File: src/hw/rtl/ece_pkg.sv
package ece_pkg;

    // fixed-point grid: 2^FRAC_BITS means 1.0
    localparam int FRAC_BITS = 15;
    localparam int IN_W      = 16;
    localparam int OUT_W     = 16;
    localparam int VAL_W     = FRAC_BITS + 1;
    localparam int MAX_POW   = 5;
    localparam int PROD_W    = MAX_POW * VAL_W;
    localparam int SHIFT_W   = $clog2((MAX_POW - 1) * FRAC_BITS + 1);
    localparam int MODE_W    = 4;

    localparam logic [VAL_W-1:0] ONE  = {1'b1, {FRAC_BITS{1'b0}}};
    localparam logic [VAL_W-1:0] HALF = {2'b01, {(FRAC_BITS-1){1'b0}}};

    // curve mode codes
    localparam logic [MODE_W-1:0] MODE_NONE        = 4'd0;
    localparam logic [MODE_W-1:0] MODE_LINEAR      = 4'd1;
    localparam logic [MODE_W-1:0] MODE_QUAD_IN     = 4'd2;
    localparam logic [MODE_W-1:0] MODE_QUAD_OUT    = 4'd3;
    localparam logic [MODE_W-1:0] MODE_QUAD_INOUT  = 4'd4;
    localparam logic [MODE_W-1:0] MODE_CUBIC_IN    = 4'd5;
    localparam logic [MODE_W-1:0] MODE_CUBIC_OUT   = 4'd6;
    localparam logic [MODE_W-1:0] MODE_CUBIC_INOUT = 4'd7;
    localparam logic [MODE_W-1:0] MODE_QUART_IN    = 4'd8;
    localparam logic [MODE_W-1:0] MODE_QUART_OUT   = 4'd9;
    localparam logic [MODE_W-1:0] MODE_QUART_INOUT = 4'd10;
    localparam logic [MODE_W-1:0] MODE_QUINT_IN    = 4'd11;
    localparam logic [MODE_W-1:0] MODE_QUINT_OUT   = 4'd12;
    localparam logic [MODE_W-1:0] MODE_QUINT_INOUT = 4'd13;

    typedef enum logic [1:0] {
        KIND_NONE,
        KIND_LINEAR,
        KIND_POLY
    } t_kind;

    // one word in flight through the power pipeline
    typedef struct packed {
        logic               valid;
        logic               curve_valid;
        t_kind              kind;
        logic [2:0]         pow_n;
        logic               up;
        logic [SHIFT_W-1:0] shift;
        logic [VAL_W-1:0]   x;
        logic [VAL_W-1:0]   v;
        logic [PROD_W-1:0]  prod;
    } t_pipe;

endpackage

File: src/hw/rtl/ece_mul.sv
module ece_mul
    import ece_pkg::*;
#(
    parameter int STAGE_POW = 2
)
(
    input  logic  i_clk,
    input  logic  i_rst_n,
    input  t_pipe i_stage,
    output t_pipe o_stage
);

    localparam int MUL_IN_W  = (STAGE_POW - 1) * VAL_W;
    localparam int MUL_OUT_W = MUL_IN_W + VAL_W;

    t_pipe                n_stage;
    t_pipe                r_stage;
    logic [MUL_OUT_W-1:0] mul_res;

    // running power times base, only while the word still needs a factor
    assign mul_res = i_stage.prod[MUL_IN_W-1:0] * i_stage.v;

    always_comb begin
        n_stage = i_stage;
        if (i_stage.pow_n >= 3'(STAGE_POW)) begin
            n_stage.prod = PROD_W'(mul_res);
        end
    end

    always_ff @(posedge i_clk) begin
        if (!i_rst_n) begin
            r_stage.valid <= 1'b0;
        end else begin
            r_stage <= n_stage;
        end
    end

    assign o_stage = r_stage;

endmodule

File: config.mk
export PLATFORM = sky130hd
export DESIGN_NAME = ece_mul
export DESIGN_NICKNAME = d
export VERILOG_FILES = /design/src/hw/rtl/ece_pkg.sv /design/src/hw/rtl/ece_mul.sv
export SDC_FILE = /design/constraint.sdc
export NUM_CORES = 1
export LEC_CHECK = 0
export BUFFER_PORTS_ARGS = -buffer_cell sky130_fd_sc_hd__buf_2
export CAP_MARGIN = 15
export CORE_MARGIN = 10
export CORE_UTILIZATION = 25
export CTS_CLUSTER_DIAMETER = 60
export DETAILED_ROUTE_END_ITERATION = 10
export SLEW_MARGIN = 10
export SYNTH_ARGS = -nofsm -noshare
export SYNTH_HDL_FRONTEND = slang
export SYNTH_SLANG_ARGS = --single-unit
File: constraint.sdc
create_clock -name i_clk -period 18.35 [get_ports i_clk]
set_input_delay 3.67 -clock i_clk [delete_from_list [all_inputs] [get_ports i_clk]]
set_output_delay 3.67 -clock i_clk [all_outputs]
set_load 0.05 [all_outputs]
Yosys cells after proc, flatten, opt, wreduce, memory -nomap -nowiden
Cells that the tools add are included.

cells by class
  $mul = 1
  magnitude comparators = 1
  mux-type cells = 1

operator list
  operator                                              count
  multiplier 16 x 16 -> 32 bit                          1
  2-to-1 mux 32 bit                                     1
  >= comparator 3 x 2 -> 1 bit (second input constant)  1

storage, ports and cells
  bits in registers = 126
  input bits = 128
  output and inout bits = 126

Logic depth before layout (Yosys ltp)
Gate-level depths: netlist (run 1).

  depth after elaboration = 2
  gate-level depth with buffers = 22

Worst setup path before layout (run 1)
No wires, ideal clock.

  kind = input port to flip-flop
  from = in i_stage[13] in the netlist's numbering
  to = reg r_stage (netlist bit o_stage[31]), data pin
  setup time = 0.259 ns
  arrival = 8.899 ns
  required time = 18.091 ns
  slack = 9.192 ns
  stages = 20
  buffers on the path = 2
  path through = clkbuf_1 > clkbuf_1 > nand2_1 > fa_1 > fa_1 > inv_1 > fa_1 > fa_1 > fa_1 > inv_1 > fa_1 > inv_1 > ha_1 > a21oi_2 > o21ai_1 > a311oi_1 > o21ai_1 > o21a_2 > o21a_1 > o31a_1

RTL lines
  item                  RTL line       RTL
  start, declared       ece_mul.sv:9   input t_pipe i_stage,
  end signal, assigned  ece_mul.sv:34  r_stage <= n_stage;
  end, declared         ece_mul.sv:17  t_pipe r_stage;

==> results.cfg, run 1 <==
[cells_and_area]
largest_reg_flops = 126
drive_gt1_share_pct = 20.6
multi_input_area_um2 = 8190
fin_nets = 1897
layout.cells.non_filler = 2168
syn_to_final_growth_pct = 20.0
fillers = 5318
regArea_um2 = 3770

[synth]
synth-async-reset-ratio_pct = 0
synth_seq_cells = 126
yosys.cell_types.count = 54
synthFlopType = edfxtp_1
avgSynthCellArea_um2 = 10.4
ys.warnings.count = 0
synth_area_um2 = 13000
ys_seq_area_share_pct = 29.0
synth_cells = 1246
syn_nets = 1672
synth_edf_count = 125

[timing]
slew_headroom_pct = 37.2
fmax_mhz = 109
tightest_slew_ns = 0.943
period_share_pct = 50.0
final-setup-viol-count = 0
hold_viol_final = 0
timing.setup.tns_ns = 0
final_max_slew_viol_count = 0
period_minus_slack_ns = 9.18
rsz0062_at_grt = false

[placed_design]
finalWeightedCongestion = 0.870
io_buffers = 253
dp.cells = 2132
dp_hpwl_um = 30700

[clocking]
cts_sinks = 126
postCtsSetupRepairBufs = 0
ctsHoldBuffers = 0
clkTransAtPathRegs_ns = 0.06
cts_tree = yes
clockBufferDepth = 2
cts_resized = 0
cts_root_buffer = clkbuf_16
cts_buffers = 17
htreeDepth = 4

[critical_path]
critPathRequiredTime_ns = 18.53
worstSetupPathType = in -> reg
critPathLaunchType = input pin
end_kind = flop
cp_common_cell = fa_1
slowest_delay_ns = 0.58
crit_path_cell_trace = buf_2 > nand2_1 > fa_1 > fa_1 > fa_1 > fa_1 > inv_1 > fa_1 > inv_1 > fa_1 > inv_1 > ha_1 > a21oi_1 > o21ai_1 > a2111oi_2 > a211oi_2 > nor3_1 > xor2_1 > o21ai_1
crit_arrival_ns = 9.36
cpMaxStageDelayCell = fa_1
crit_family = adder cells
worstPathMaxFanout = 17
path_buf_inv = 4

[status]
status = finished clean

[drt]
routed_via_density = 4.44
dr.first_iter.drc_count = 522
post_drt_wl_per_cell_um = 17.5
wl_met3_um = 2400
met1_length_um = 14700
first_pass_iters = 5
drc = 0
routed_wl_um = 38000
vias = 9627
antenna_left = 0
met2WireLength_um = 20200
top_layer = met5

[floorplan]
core_um2 = 51400
dieArea_um2 = 61500
rows = 83
io_pins = 254
die_w_um = 248
die_h_um = 248
initial_core_util_pct = 25.3

[worst_hold_path]
min_path_type = in -> reg

[power_and_ir_drop]
p_leak_nw = 7.33
p_total_mw = 3.30
p_per_area_nw_per_um2 = 211
max-vdd-ir-drop_mv = 0.233

[grt]
grt_pass1_vias = 10700
grt_first_pass_wirelength_um = 59100
grt_max_degree = 73
grt_overflow = 0
antenna_found_initial = 9
grt_util_all_layers_pct = 12.5

[run]
maxCapViolCount = 0
==> area by class of cell <==
cell class,instances,area share [%]
Multi-Input combinational cell,846,52.5
Clock inverter,14,1.32
Tap cell,680,5.46
Inverter,225,5.42
Sequential cell,126,24.2
Clock buffer,18,2.75
Antenna cell,4,0.0642
Timing Repair Buffer,255,8.26
==> worst paths after layout <==
kind | startpoint | to | slack (ns) | cells past startpoint
setup / recovery | i_stage[10] | o_stage[26]$_DFFE_PP_ | 9.17 | 19
hold / removal | i_stage[118] | o_stage[118]$_DFFE_PP_ | 3.39 | 1
==> through the flow <==
stage                     setup slack [ns]  hold WS [ns]  area [µm²]  utilization [%]
after floorplan                       9.19          3.77       13000                -
after global placement                8.77          3.85       15000             29.1
after detailed placement              8.71          3.85       15000             29.1
after CTS                             9.17          3.38       15600             30.3
after global routing                  8.85          3.37       15600             30.3
final                                 9.17          3.39       15600             30.3
==> placed cells by master (no fill, tap or decap), types with 2 or more instances in the layout <==
cell,count
buf_2,252
inv_1,225
fa_1,194
nand2_1,176
and2_1,165
edfxtp_1,125
ha_1,104
a21oi_1,45
nor2_1,31
clkbuf_16,17
xor2_1,14
o21ai_1,13
a21o_1,11
o21ai_0,11
xnor2_1,11
nand3_1,6
nand4_1,6
a31oi_1,5
nor3_1,5
diode_2,4
or3_1,4
o21bai_1,4
inv_6,4
bufinv_16,4
o211ai_1,3
nor2b_1,3
clkinv_4,3
a211oi_1,2
and3_1,2
a21oi_2,2
or2_0,2
o31ai_1,2
o21a_1,2
buf_4,2
==> Yosys cell counts (2+ instances only) <==
| master | n | area, µm² |
|---|---|---|
| nand4_1 | 6 | 37.5 |
| nor3_1 | 5 | 25.0 |
| nand3_1 | 6 | 30.0 |
| and3_1 | 2 | 12.5 |
| o21a_1 | 2 | 15.0 |
| xnor2_1 | 11 | 96.3 |
| o211ai_1 | 3 | 22.5 |
| a21oi_1 | 45 | 225 |
| inv_1 | 225 | 845 |
| and2_1 | 165 | 1030 |
| buf_2 | 2 | 10.0 |
| clkbuf_1 | 45 | 169 |
| a21oi_2 | 2 | 17.5 |
| a211oi_1 | 2 | 15.0 |
| or3_1 | 4 | 25.0 |
| nor2b_1 | 3 | 18.8 |
| nor2_1 | 32 | 120 |
| fa_1 | 194 | 3880 |
| or2_0 | 2 | 12.5 |
| ha_1 | 104 | 1300 |
| o21bai_1 | 4 | 30.0 |
| o21ai_1 | 13 | 65.1 |
| a21o_1 | 11 | 82.6 |
| o31ai_1 | 2 | 15.0 |
| o21ai_0 | 11 | 55.1 |
| nand2_1 | 176 | 661 |
| a31oi_1 | 5 | 31.3 |
| xor2_1 | 14 | 123 |
| edfxtp_1 | 125 | 3750 |
==> logic make-up (layout without fill, tap and decap cells) <==
group / after synthesis / after routing / share of synthesized area (%)
xor+xnor: 25 / 25 / 1.68
fa+ha+maj: 298 / 298 / 39.9
simple gates: 409 / 409 / 15.7
compound gates: 113 / 113 / 5.58
buf+inv: 274 / 512 / 7.96
mux: 1 / 1 / 0.0866
flops: 126 / 126 / 29.0
other cells: 0 / 4 / 0
==> per-layer routing <==
layer  up-vias  track usage, %
met5         -               0
met4         8            3.75
met3        54            2.98
met2       287            22.6
met1      4924            14.2
li1       4354               -
==> power by group <==
group	switching (mW)	total (mW)	internal [mW]
Combinational	1.55	2.47	0.923
Sequential	0.0132	0.448	0.434
Clock	0.146	0.377	0.230
Total	1.71	3.30	1.59
No activity file was read; power rests on OpenSTA's default activity.
==> inputs of run 2 (changes only) <==
--- a/config.mk
+++ b/config.mk
@@ -5,6 +5,7 @@
 export SDC_FILE = /design/constraint.sdc
 export NUM_CORES = 1
 export LEC_CHECK = 0
+export ABC_AREA = 1
 export BUFFER_PORTS_ARGS = -buffer_cell sky130_fd_sc_hd__buf_2
 export CAP_MARGIN = 15
 export CORE_MARGIN = 10
==> constraint.sdc (replaced) <==
create_clock -name i_clk -period 9 [get_ports i_clk]
set_input_delay 1.8 -clock i_clk [delete_from_list [all_inputs] [get_ports i_clk]]
set_output_delay 1.8 -clock i_clk [all_outputs]
set_load 0.05 [all_outputs]
==> results.cfg, run 2 <==
[synth]
synthFlopType = edfxtp_1
synth_area_um2 = 14000
synth_cells = 1675
ys_seq_area_share_pct = 27.0
syn_nets = 2101
synth-async-reset-ratio_pct = 0
ys_top_cells_by_area = fa_1, edfxtp_1, nand2_1
ys.warnings.count = 0
netlist.area_leader.share_pct = 27.8
avgSynthCellArea_um2 = 8.34
yosys.cell_types.count = 31
synth_common_cells = nand2_1, inv_1, fa_1, edfxtp_1, ha_1
synth_area_leader_cell = fa_1
synth_edf_count = 125
synth_seq_cells = 126
yosysMostFrequentCell = nand2_1

[drt]
antenna_left = 0
dr.first_iter.drc_count = 763
drc = 0
routed_wl_um = 41400
routed_via_density = 4.20
first_pass_iters = 5
vias = 11100
post_drt_wl_per_cell_um = 15.7

[worst_hold_path]
holdPathStages = 1
min_path_type = in -> reg

[clocking]
postCtsSetupRepairBufs = 0
cts_root_buffer = clkbuf_16
clkTransAtPathRegs_ns = 0.07
cts_buffers = 17
cts_resized = 0
cts_tree = yes
htreeDepth = 4
clockBufferDepth = 2
cts_sinks = 126
ctsHoldBuffers = 0

[critical_path]
worstSetupPathType = in -> reg
critPathLaunchType = input pin
crit_arrival_ns = 7.01
worstPathMaxFanout = 17
end_kind = flop
critPathRequiredTime_ns = 9.20

[cells_and_area]
largest_reg_flops = 126
fin_nets = 2301
syn_to_final_growth_pct = 18.1
final_core_util_pct = 29.9
drive_gt1_share_pct = 16.5
fillers = 5918
final_cell_mix = nand2_1, inv_1, buf_2
final_area_um2 = 16500
final_common_cell = nand2_1
layout.cells.non_filler = 2638

[floorplan]
io_pins = 254
initial_core_util_pct = 25.3
die_h_um = 256
rows = 86
die_w_um = 256
dieArea_um2 = 65800
core_um2 = 55200

[timing]
fmax_mhz = 147
timing.setup.tns_ns = 0
final-setup-viol-count = 0
slew_headroom_pct = 30.9
final_max_slew_viol_count = 0
tightest_slew_ns = 1.04
period_minus_slack_ns = 6.81
hold_viol_final = 0
rsz0062_at_grt = false
period_share_pct = 75.7

[grt]
grt_first_pass_wirelength_um = 65700
grt_max_degree = 83
grt_overflow = 0
grt_util_all_layers_pct = 12.8
antenna_found_initial = 6
grt_pass1_vias = 12000

[placed_design]
finalWeightedCongestion = 0.896
dp.cells = 2604
dp_hpwl_um = 33200
placed_area_um2 = 15900
io_buffers = 253

[run]
maxCapViolCount = 0

[status]
status = finished clean
[run 2: cell count changes in the layout (fill, tap and decap cells not counted), moves of 5 or more]
cell     delta
and2_1    -165
nor2_2      +7
a21oi_1    -30
nand2_1   +324
xor2_1     -12
nor3_1      -5
nand3_1    +29
o21ai_1     -8
inv_1     +256
nand2_2     +6
nor2_1     +48
a21o_1     -10
[run 2: final cells by class]
cell class	count	area, µm²	area share, %
sequential	126	3770	22.9
inverter	482	1810	11.0
clock buffer	18	429	2.60
antenna	2	5.00	0.0303
tap	748	936	5.67
clock inverter	14	148	0.895
multi-input combinational	992	8110	49.1
timing repair buffer	256	1290	7.83
[run 2: cell families after synthesis]
family / share of synthesized area (%)
and+or+nand+nor: 18.7
buffers and inverters: 15.0
adders and majority gates: 37.1
DFF: 27.0
AOI/OAI and AO/OA: 1.26
xor gates and xnor gates: 0.940
[run 2: routing by layer]
| layer | part of all wire [%] | vias to the layer above | global-route usage, % |
|---|---|---|---|
| met5 | 0.15 | - | 0 |
| met4 | 2.3 | 10 | 4.32 |
| met3 | 6.8 | 67 | 3.40 |
| met2 | 50 | 377 | 22.3 |
| met1 | 41 | 5390 | 15.1 |
| li1 | - | 5232 | - |
[run 2: final timing paths]
kind / from / endpoint / slack (ns)
max: i_stage[7] / o_stage[23]$_DFFE_PP_ / 2.19
min: i_stage[115] / o_stage[115]$_DFFE_PP_ / 1.51
[run 2: stage by stage]
step	setup slack (ns)	hold slack, ns
CTS	2.26	1.48
global route	1.92	1.48
global placement	1.78	1.98
detailed placement	1.76	1.98
floorplan	2.10	1.89
finish	2.19	1.51
[run 2: worst max-delay path, stage by stage]
cell and delay (ns):
buf_2 0.41, nand2_1 0.15, fa_1 0.56, inv_1 0.05, fa_1 0.50, inv_1 0.07
fa_1 0.53, inv_1 0.05, fa_1 0.45, fa_1 0.49, inv_1 0.05, fa_1 0.47
inv_1 0.04, ha_1 0.33, nand2_1 0.16, inv_1 0.05, nand2_1 0.06, nand2_1 0.09
nand3b_2 0.30, nand2_1 0.13, nand3b_1 0.08, nand3_1 0.12, nand2_1 0.07
Power of run 2 is not shown: default switching activity piles up to over one toggle a cycle in this logic, so the estimate is an artifact.
