`config.mk`:
```
export PLATFORM = sky130hd
export DESIGN_NAME = ece_round
export DESIGN_NICKNAME = d
export VERILOG_FILES = /design/src/hw/rtl/ece_pkg.sv /design/src/hw/rtl/ece_round.sv
export SDC_FILE = /design/constraint.sdc
export NUM_CORES = 1
export LEC_CHECK = 0
export CORE_UTILIZATION = 65
export CTS_BUF_LIST = sky130_fd_sc_hd__clkbuf_2
export CTS_CLUSTER_SIZE = 40
export DETAILED_ROUTE_END_ITERATION = 8
export DONT_BUFFER_PORTS = 1
export PLACE_DENSITY = 0.81
export SLEW_MARGIN = 20
export SYNTH_ARGS = -nofsm -noshare
export SYNTH_HDL_FRONTEND = slang
export SYNTH_SLANG_ARGS = --single-unit
```
`constraint.sdc`:
```
create_clock -name i_clk -period 3.2 [get_ports i_clk]
set_input_delay 0.16 -clock i_clk [delete_from_list [all_inputs] [get_ports i_clk]]
set_output_delay 0.16 -clock i_clk [all_outputs]
set_load 0.005 [all_outputs]
```
`src/hw/rtl/ece_pkg.sv`:
```
package ece_pkg;

    // fixed-point grid: 2^FRAC_BITS means 1.0
    localparam int FRAC_BITS = 15;
    localparam int IN_W      = 16;
    localparam int OUT_W     = 16;
    localparam int VAL_W     = FRAC_BITS + 1;
    localparam int MAX_POW   = 5;
    localparam int PROD_W    = MAX_POW * VAL_W;
    localparam int SHIFT_W   = $clog2((MAX_POW - 1) * FRAC_BITS + 1);
    localparam int MODE_W    = 4;

    localparam logic [VAL_W-1:0] ONE  = {1'b1, {FRAC_BITS{1'b0}}};
    localparam logic [VAL_W-1:0] HALF = {2'b01, {(FRAC_BITS-1){1'b0}}};

    // curve mode codes
    localparam logic [MODE_W-1:0] MODE_NONE        = 4'd0;
    localparam logic [MODE_W-1:0] MODE_LINEAR      = 4'd1;
    localparam logic [MODE_W-1:0] MODE_QUAD_IN     = 4'd2;
    localparam logic [MODE_W-1:0] MODE_QUAD_OUT    = 4'd3;
    localparam logic [MODE_W-1:0] MODE_QUAD_INOUT  = 4'd4;
    localparam logic [MODE_W-1:0] MODE_CUBIC_IN    = 4'd5;
    localparam logic [MODE_W-1:0] MODE_CUBIC_OUT   = 4'd6;
    localparam logic [MODE_W-1:0] MODE_CUBIC_INOUT = 4'd7;
    localparam logic [MODE_W-1:0] MODE_QUART_IN    = 4'd8;
    localparam logic [MODE_W-1:0] MODE_QUART_OUT   = 4'd9;
    localparam logic [MODE_W-1:0] MODE_QUART_INOUT = 4'd10;
    localparam logic [MODE_W-1:0] MODE_QUINT_IN    = 4'd11;
    localparam logic [MODE_W-1:0] MODE_QUINT_OUT   = 4'd12;
    localparam logic [MODE_W-1:0] MODE_QUINT_INOUT = 4'd13;

    typedef enum logic [1:0] {
        KIND_NONE,
        KIND_LINEAR,
        KIND_POLY
    } t_kind;

    // one word in flight through the power pipeline
    typedef struct packed {
        logic               valid;
        logic               curve_valid;
        t_kind              kind;
        logic [2:0]         pow_n;
        logic               up;
        logic [SHIFT_W-1:0] shift;
        logic [VAL_W-1:0]   x;
        logic [VAL_W-1:0]   v;
        logic [PROD_W-1:0]  prod;
    } t_pipe;

endpackage

```
`src/hw/rtl/ece_round.sv`:
```
module ece_round
    import ece_pkg::*;
(
    input  logic             i_clk,
    input  logic             i_rst_n,
    input  t_pipe            i_stage,
    output logic             o_strobe,
    output logic [OUT_W-1:0] o_eased_value,
    output logic             o_curve_valid
);

    typedef struct packed {
        logic             valid;
        logic             curve_valid;
        t_kind            kind;
        logic             up;
        logic [VAL_W-1:0] x;
        logic [VAL_W-1:0] q;
        logic             rem;
    } t_rnd;

    t_rnd              n_rnd;
    t_rnd              r_rnd;
    logic [PROD_W-1:0] shifted;
    logic [PROD_W-1:0] low_mask;
    logic [VAL_W-1:0]  n_value;
    logic              r_strobe;
    logic [OUT_W-1:0]  r_eased_value;
    logic              r_curve_valid;

    // quotient and sticky remainder of the scaled power
    always_comb begin
        shifted           = i_stage.prod >> i_stage.shift;
        low_mask          = ~({PROD_W{1'b1}} << i_stage.shift);
        n_rnd.valid       = i_stage.valid;
        n_rnd.curve_valid = i_stage.curve_valid;
        n_rnd.kind        = i_stage.kind;
        n_rnd.up          = i_stage.up;
        n_rnd.x           = i_stage.x;
        n_rnd.q           = shifted[VAL_W-1:0];
        n_rnd.rem         = |(i_stage.prod & low_mask);
    end

    always_comb begin
        case (r_rnd.kind)
            KIND_LINEAR: n_value = r_rnd.x;
            KIND_POLY: begin
                if (r_rnd.up) begin
                    n_value = ONE - (r_rnd.q + VAL_W'(r_rnd.rem));
                end else begin
                    n_value = r_rnd.q;
                end
            end
            default:     n_value = '0;
        endcase
    end

    always_ff @(posedge i_clk) begin
        if (!i_rst_n) begin
            r_rnd.valid <= 1'b0;
            r_strobe    <= 1'b0;
        end else begin
            r_rnd         <= n_rnd;
            r_strobe      <= r_rnd.valid;
            r_eased_value <= OUT_W'(n_value);
            r_curve_valid <= r_rnd.curve_valid;
        end
    end

    assign o_strobe      = r_strobe;
    assign o_eased_value = r_eased_value;
    assign o_curve_valid = r_curve_valid;

endmodule

```
; ---- Word-level counts from Yosys, hierarchy flattened
; Index checks and enable logic that the tools add are counted.
[totals]
register_bits = 56
in_bits = 128
word_cells = 21
out_inout_bits = 18
[classes]
addsub = 2
muxes = 2
n_shift = 2
bitwise = 2
n_reduce_logical = 1
n_eq_ne = 2
[ops]
columns = op, n
row1 = 80-bit bitwise AND, 1
row2 = 80-bit NOT, 1
row3 = 80-bit OR reduction, 1
row4 = 80-bit by 6-bit left shift with 80-bit output (first input constant), 1
row5 = 80-bit by 6-bit right shift with 16-bit output, 1
row6 = 16-bit case mux with 2 select lines, 1
row7 = 16-bit by 1-bit adder with 16-bit output, 1
row8 = 16-bit 2-to-1 mux, 1
row9 = 16-bit subtractor (first input constant), 1
row10 = 2-bit by 1-bit equality test with 1-bit output (second input constant), 1
row11 = 2-bit equality test (second input constant), 1

; ---- Depth between registers and ports, before layout
; Gate-level depths: netlist of run 1.
[depth]
depth_word = 4
depth_mapped = 12

; ---- Worst setup path before layout of run 1
; OpenSTA, ideal clock, no wires.
[synth_path]
kind = register -> register
startpoint = reg r_rnd[0] (netlist bit)
endpoint = reg r_eased_value[13] (netlist: o_eased_value[13]) (data pin)
path_slack_ns = 0.847
n_path_buf = 0
arrival_ns = 2.094
stages_incl_launch_ff = 13
t_required_ns = 2.941
setup_ns = 0.259
cell_sequence = edfxtp_1 -> inv_1 -> ha_1 -> ha_1 -> inv_1 -> ha_1 -> nor2_1 -> o31ai_1 -> a21oi_1 -> a21o_1 -> a31oi_1 -> nor3_1 -> a211o_1
[synth_via]
elab_chain_cells = 4
[synth_lines]
columns = element, line
row1 = start: declaration, ece_round.sv:23  ; t_rnd r_rnd;
row2 = start signal: assignment, ece_round.sv:63  ; r_rnd <= n_rnd;
row3 = 16-bit by 1-bit adder with 16-bit output, ece_round.sv:49  ; n_value = ONE - (r_rnd.q + VAL_W'(r_rnd.rem));
row4 = 16-bit subtractor, ece_round.sv:49
row5 = 16-bit 2-to-1 mux, ece_round.sv:48  ; if (r_rnd.up) begin
row6 = 16-bit case mux with 2 select lines, ece_round.sv:45  ; case (r_rnd.kind)
row7 = net n_value[13], ece_round.sv:26  ; logic [VAL_W-1:0] n_value;
row8 = end signal: assignment, ece_round.sv:65  ; r_eased_value <= OUT_W'(n_value);
row9 = end: declaration, ece_round.sv:28  ; logic [OUT_W-1:0] r_eased_value;
; The timed path passes the listed nets, and every way through them passes these cells.
; A chain may end at the register's enable or synchronous reset.

; ---- Worst setup path in the final report of run 1
; Ends and elaborated chain as after synthesis.

==> impl_metrics.py, run 1 <==
metrics = {
    "placed_design": {
        "dp_cells": 792,
        "place_hpwl_um": 14500,
        "gp_congestion": 0.958,
        "port_buffers": 0,
    },
    "detailed_routing": {
        "dr.pass1.iters": 8,
        "dr_wl_met3_um": 2130,
        "drt-wirelength-per-cell_um": 24.0,
        "routed_wirelength_um": 19900,
        "top_layer_used": "met4",
        "num_vias": 6211,
        "wl_met2_um": 9600,
        "wl_met1_um": 6730,
        "antenna_left": 0,
        "via_per_inst": 7.50,
        "drc": 0,
        "drtIter0Drc": 574,
    },
    "sta": {
        "hold_viol": 0,
        "fin_tns_setup_ns": 0,
        "finalCritPeriodShare_pct": 85.8,
        "slew-limit-headroom_pct": 41.1,
        "setup_viol_count_final": 0,
        "rsz0062_at_grt": "no",
        "max_freq_mhz": 364,
        "tightest_slew_ns": 0.880,
        "slew_viol_final": 0,
        "fin_crit_ns": 2.75,
        "skew_ns": 0.0310,
    },
    "layout": {
        "final_cells": 828,
        "diodes": 0,
        "synthToLayoutAreaGrowth_pct": 3.32,
        "fin_util_pct": 70.0,
        "drive_above_1_share_pct": 12.8,
        "finalNetCount": 841,
    },
    "logic_synthesis": {
        "synth_async_sr_flop_share_pct": 0,
        "seq_area_frac_synth_pct": 24.7,
        "synth_top_cell_area_share_pct": 24.2,
        "yosys_warnings": 0,
        "yosys-top-cells-area": "edfxtp_1, mux4_2, mux2i_1",
        "ys_types": 61,
        "syn_area_um2": 6710,
        "synth.most_common_cell": "nand2_1",
        "synth_seq_cells": 56,
        "netlist_instances": 718,
        "synthTopCellsByCount": "nand2_1, a21oi_1, mux4_2, edfxtp_1, mux2i_1",
        "synth_area_leader_cell": "edfxtp_1",
        "syn_nets": 865,
        "synth_edf_count": 54,
        "synth_ff_type": "edfxtp_1",
        "syn_area_per_cell_um2": 9.35,
    },
    "setup_path": {
        "crit_type": "flip-flop to flip-flop",
        "worstPathRequired_ns": 3.45,
        "startpoint": "r_rnd[0]",
        "cp_data_arrival_time_ns": 2.99,
        "end_kind": "flip-flop",
        "r2r_start": "r_rnd[0]",
        "critPathLaunchType": "flip-flop",
        "cp_max_fo": 3,
    },
    "grt": {
        "antenna_found_initial": 0,
        "grt_pass1_wl_um": 30700,
        "grt_pass1_vias": 5908,
        "grt.total_usage_pct": 36.5,
        "grt_start_max_net_pins": 102,
        "overflow": 0,
    },
    "clocking": {
        "htree_levels": 2,
        "clk_latency_ns": 0.47,
        "tritoncts": "built",
        "cts_buffer_depth": 2,
        "clock-sinks": 56,
        "root_buffer": "clkbuf_2",
        "cts_buffers": 5,
        "clk_pin_slew_ns": 0.29,
    },
    "worst_hold_path": {
        "hold_start": "i_rst_n",
        "min_path_type": "input port to flip-flop",
    },
    "floorplanning": {
        "rows": 36,
        "dieArea_um2": 10700,
        "core-area_um2": 9910,
        "pin_count": 146,
        "start_util_pct": 67.8,
        "die_w_um": 104,
        "die_h_um": 104,
    },
    "outcome": {
        "status": "finished clean",
    },
    "pwr": {
        "power_mw": 2.20,
        "ir_drop_mv": 0.169,
        "p_leak_nw": 2.60,
        "power_density_nw_per_um2": 317,
    },
    "job": {
        "maxCapViolCount": 0,
    },
}
-- placed cells by master (no fill, tap or decap), types with 9 or more instances in the layout --
| cell type | count |
|---|---|
| nand2_1 | 95 |
| a22oi_1 | 11 |
| a31oi_1 | 10 |
| mux2i_1 | 53 |
| nand3_1 | 10 |
| o21a_1 | 10 |
| o211ai_1 | 14 |
| mux2_2 | 12 |
| o21ai_0 | 42 |
| ha_1 | 19 |
| dlygate4sd3_1 | 27 |
| edfxtp_1 | 54 |
| a21o_1 | 10 |
| a21oi_1 | 62 |
| a211oi_1 | 9 |
| nor2_1 | 52 |
| nor3_1 | 10 |
| inv_1 | 26 |
| mux4_2 | 60 |
-- logic make-up (layout without fill, tap and decap cells) --
| group | Yosys count | in the layout | synth area share (%) |
|---|---|---|---|
| AO/OA/AOI/OAI | 217 | 217 | 20.5 |
| XOR/XNOR | 9 | 9 | 1.17 |
| adder cells (fa/ha/maj) | 21 | 21 | 3.84 |
| buffers and inverters | 92 | 69 | 6.35 |
| flip-flops | 56 | 56 | 24.7 |
| multiplexers | 127 | 127 | 30.8 |
| AND/OR/NAND/NOR | 196 | 196 | 12.5 |
-- area by class of cell --
cell class | instances | area, um2
inverter | 29 | 109
multi-input combinational | 570 | 4630
clock inverter | 3 | 21.3
timing repair buffer | 32 | 328
clock buffer | 5 | 25.0
tap | 133 | 166
fill | 763 | 2970
sequential | 56 | 1660
-- power by group --
group | switching, mW | internal (mW)
registers | 0.0414 | 0.889
clock network | 0.221 | 0.0554
logic | 0.512 | 0.481
-- registers in the layout, indices dropped and copies added (netlist names) --
name           flops
o_curve_valid      1
r_rnd             38
o_eased_value     16
o_strobe           1
-- what timing repair did --
item                                   CTS  global route
endpoints found under the hold margin   92             3
hold buffers                            26             2
buffers inserted                         0             0
gates resized for setup                  0             0
-- layer usage --
metal  GRT usage (%)  vias up
met5               0        -
met4            23.8        0
met3            9.69      109
met2            61.9      448
met1            40.5     2920
li1                -     2734
-- worst paths after layout --
| kind | endpoint | slack, ns | cells past startpoint |
|---|---|---|---|
| setup / recovery | o_eased_value[13] | 0.45 | 12 |
| setup reg to reg | o_eased_value[13] | 0.45 | 12 |
| hold reg to reg | o_curve_valid | 0.47 | 0 |
| hold / removal | r_rnd[29] | 0.05 | 1 |
-- critical path, stage by stage, from the launching register on --
cell	delay, ns
edfxtp_1	0.39
inv_1	0.05
ha_1	0.19
ha_1	0.20
inv_1	0.07
ha_1	0.17
nor2_1	0.07
o31ai_1	0.36
a21oi_1	0.20
a21o_1	0.25
a31oi_1	0.28
nor3_1	0.09
a211o_1	0.23
-- stage by stage --
step | hold slack, ns | setup slack (ns) | area, um2
global route | 0.00745 | 0.324 | 6940
detailed placement | 0.259 | 0.546 | 6590
finish | 0.0510 | 0.453 | 6940
floorplan | 0.259 | 0.847 | 6710
global placement | 0.259 | 0.617 | 6590
CTS | 0.00199 | 0.513 | 6920
Note: power is estimated with default switching activity, not from simulation.
==> inputs of run 2 (changes only) <==
- ABC_AREA: not set -> 1
==> run 2 against run 1 <==
Effect of this change: first-iteration DRC count rose by 96%; synthesized cell count up 88%; non-clock buffer count rose by 5; global-route usage is 5.2 points higher; critical endpoint is now o_eased_value[9]; largest cell class unchanged.
==> impl_metrics.py, run 2 <==
metrics = {
    "logic_synthesis": {
        "synthTopCellsByCount": "nand2_1, nand3_1, nor2_1, o21ai_0, inv_1",
        "netlist_instances": 1347,
        "synth_top_family_by_area": "simple AND/OR/NAND/NOR gates",
        "synthMuxAreaShare_pct": 0,
        "synth.most_common_cell": "nand2_1",
        "syn_area_um2": 7450,
        "synth_adder_area_share_pct": 3.19,
        "seq_area_frac_synth_pct": 22.3,
        "synth-simple-area-share_pct": 52.6,
        "synth_xor_area_share_pct": 0.705,
        "yosys_warnings": 0,
        "syn_area_per_cell_um2": 5.53,
        "synth_area_leader_cell": "nand2_1",
        "yosys-top-cells-area": "nand2_1, edfxtp_1, nand3_1",
        "synth_async_sr_flop_share_pct": 0,
        "synth_seq_cells": 56,
        "synth_ff_type": "edfxtp_1",
        "syn_nets": 1494,
        "synth_compound_area_share_pct": 11.9,
        "ys_types": 32,
        "synth_top_cell_area_share_pct": 27.5,
        "synth_edf_count": 54,
    },
    "sta": {
        "rsz0062_at_grt": "no",
        "fin_tns_setup_ns": 0,
        "max_freq_mhz": 447,
        "skew_ns": 0.0389,
        "fin_crit_ns": 2.24,
        "hold_viol": 0,
        "tightest_slew_ns": 0.839,
        "slew_viol_final": 0,
        "slew-limit-headroom_pct": 44.0,
        "setup_viol_count_final": 0,
        "finalCritPeriodShare_pct": 69.8,
    },
    "setup_path": {
        "r2r_start": "r_rnd[1]",
        "crit_type": "flip-flop to flip-flop",
        "path_common_cell": "nand2_1",
        "slowest_delay_ns": 0.41,
        "end_kind": "flip-flop",
        "r2r_cells": 14,
        "cp_data_arrival_time_ns": 2.49,
        "cp_max_fo": 3,
        "critPathBufInv": 3,
        "slowest_stage": "edfxtp_1",
        "r2r_slack_ns": 0.96,
        "crit_family": "simple AND/OR/NAND/NOR gates",
        "path_cells": "inv_1, ha_1, ha_1, inv_1, ha_1, inv_1, nand2_1, nand3_1, nand2_1, nand3_1, nand2_1, nand3_1, nand2_1, a21oi_1",
        "critPathLaunchType": "flip-flop",
        "r2r_end": "o_eased_value[9]",
        "worstPathRequired_ns": 3.45,
    },
    "pwr": {
        "power_mw": 2.38,
        "power_density_nw_per_um2": 310,
        "p_leak_nw": 3.74,
        "pwr-share-clk_pct": 13.2,
        "ir_drop_mv": 0.335,
        "seq_power_share_pct": 38.9,
        "swShare_pct": 43.8,
        "pwr-share-comb_pct": 47.9,
        "p_switching_mw": 1.04,
        "internal_power_mw": 1.34,
    },
    "outcome": {
        "status": "finished clean",
    },
    "grt": {
        "overflow": 0,
        "grt_pass1_wl_um": 38100,
        "antenna_found_initial": 0,
        "grt.total_usage_pct": 41.7,
        "grt_start_max_net_pins": 86,
        "grt_pass1_vias": 7548,
    },
    "floorplanning": {
        "die_h_um": 109,
        "start_util_pct": 67.9,
        "pin_count": 146,
        "die_w_um": 109,
        "core-area_um2": 11000,
        "rows": 38,
        "dieArea_um2": 11900,
    },
    "clocking": {
        "cts_buffer_depth": 2,
        "root_buffer": "clkbuf_2",
        "clock-sinks": 56,
        "clk_pin_slew_ns": 0.31,
        "cts_buffers": 5,
        "clk_latency_ns": 0.51,
        "tritoncts": "built",
        "htree_levels": 2,
    },
    "detailed_routing": {
        "drt-wirelength-per-cell_um": 17.0,
        "num_vias": 8864,
        "antenna_left": 0,
        "dr.pass1.iters": 7,
        "via_per_inst": 6.10,
        "drtIter0Drc": 1123,
        "routed_wirelength_um": 24700,
        "drc": 0,
    },
    "layout": {
        "largest_register": "r_rnd",
        "fin_util_pct": 70.0,
        "final_common_cell": "nand2_1",
        "diodes": 0,
        "mostFrequentLayoutCells": "nand2_1, nand3_1, nor2_1, o21ai_0, inv_1",
        "fillCellCount": 1052,
        "largest_reg_flops": 38,
        "finalNetCount": 1459,
        "synthToLayoutAreaGrowth_pct": 3.17,
        "drive_above_1_share_pct": 4.95,
    },
    "worst_hold_path": {
        "min_path_type": "input port to flip-flop",
        "holdPathStages": 3,
        "holdPathEnd": "r_rnd[6]",
        "hold_start": "i_stage[117]",
    },
    "placed_design": {
        "place_hpwl_um": 18000,
        "port_buffers": 0,
        "gp_congestion": 0.999,
    },
    "job": {
        "maxCapViolCount": 0,
    },
}
run 2: cell count changes in the layout (fill, tap and decap cells not counted), sizes merged, moves of 16 or more:
| cell | before | now |
|---|---|---|
| nand3 | 10 | 201 |
| nand4 | 3 | 19 |
| mux4 | 62 | 0 |
| inv | 29 | 90 |
| mux2i | 53 | 0 |
| o21ai | 48 | 105 |
| or2 | 0 | 46 |
| nor2 | 52 | 100 |
| nand2 | 95 | 546 |
run 2: how the worst max path moves through the flow:
stage	startpoint	to	depth (start not counted)
2_1_floorplan	r_rnd[0]	o_eased_value[15]	14
3_3_place_gp	i_stage[112]	r_rnd[0]	8
3_5_place_dp	i_stage[112]	r_rnd[0]	8
4_1_cts	r_rnd[1]	o_eased_value[15]	13
5_1_grt	r_rnd[0]	o_eased_value[9]	14
6_report	r_rnd[1]	o_eased_value[9]	14
run 2: cell families after synthesis:
kind of cell,count (synthesis)
AOI/OAI and AO/OA,172
xor gates and xnor gates,6
adders and majority gates,19
buffers and inverters,170
DFF,56
and+or+nand+nor,924
run 2: final cells by class:
cell class / count / area [um2] / share of cell area [%]
Sequential cell: 56 / 1660 / 21.6
Clock buffer: 5 / 25.0 / 0.325
Timing Repair Buffer: 37 / 360 / 4.69
Tap cell: 140 / 175 / 2.28
Inverter: 91 / 342 / 4.44
Clock inverter: 3 / 25.0 / 0.325
Multi-Input combinational cell: 1121 / 5100 / 66.3
run 2: worst min-delay path, cell delays in order:
cell and delay (ns):
nand2_1 0.04, nor2_1 0.13, nor2_1 0.08
run 2: through the flow:
| step | worst slack, ns | cell area (um2) | std cells | hold WS (ns) |
|---|---|---|---|---|
| after floorplan | 1.46 | 7450 | 1347 | 0.253 |
| after CTS | 1.10 | 7680 | 1452 | 0.0180 |
| after global routing | 0.854 | 7690 | 1453 | 0.0327 |
| after global placement | 1.01 | 7360 | 1419 | 0.259 |
| final | 0.965 | 7690 | 1453 | 0.0502 |
| after detailed placement | 0.963 | 7360 | 1419 | 0.259 |
run 2: layer usage:
layer / up-vias / global-route usage [%] / part of all wire (%) / wire length (um)
li1: 4320 / - / - / -
met1: 3843 / 57.9 / 41 / 10100
met2: 622 / 62.4 / 42 / 10400
met3: 79 / 9.74 / 13 / 3220
met4: 0 / 15.8 / 3.9 / 957
met5: - / 0 / 0 / 0
run 2: power groups by stage:
stage	logic (mW)	registers, mW	clock network [mW]
5_1_grt	1.28	0.936	0.339
6_report	1.14	0.927	0.315
4_1_cts	1.10	0.925	0.304
2_1_floorplan	0.875	0.927	0
3_3_place_gp	1.02	0.940	0
3_5_place_dp	1.05	0.943	0
run 2: repair_timing:
item / 4_1_cts / 5_1_grt
setup buffers: 0 / 0
resized for setup: 0 / 0
hold buffers: 25 / 1
endpoints found under the hold margin: 85 / 22
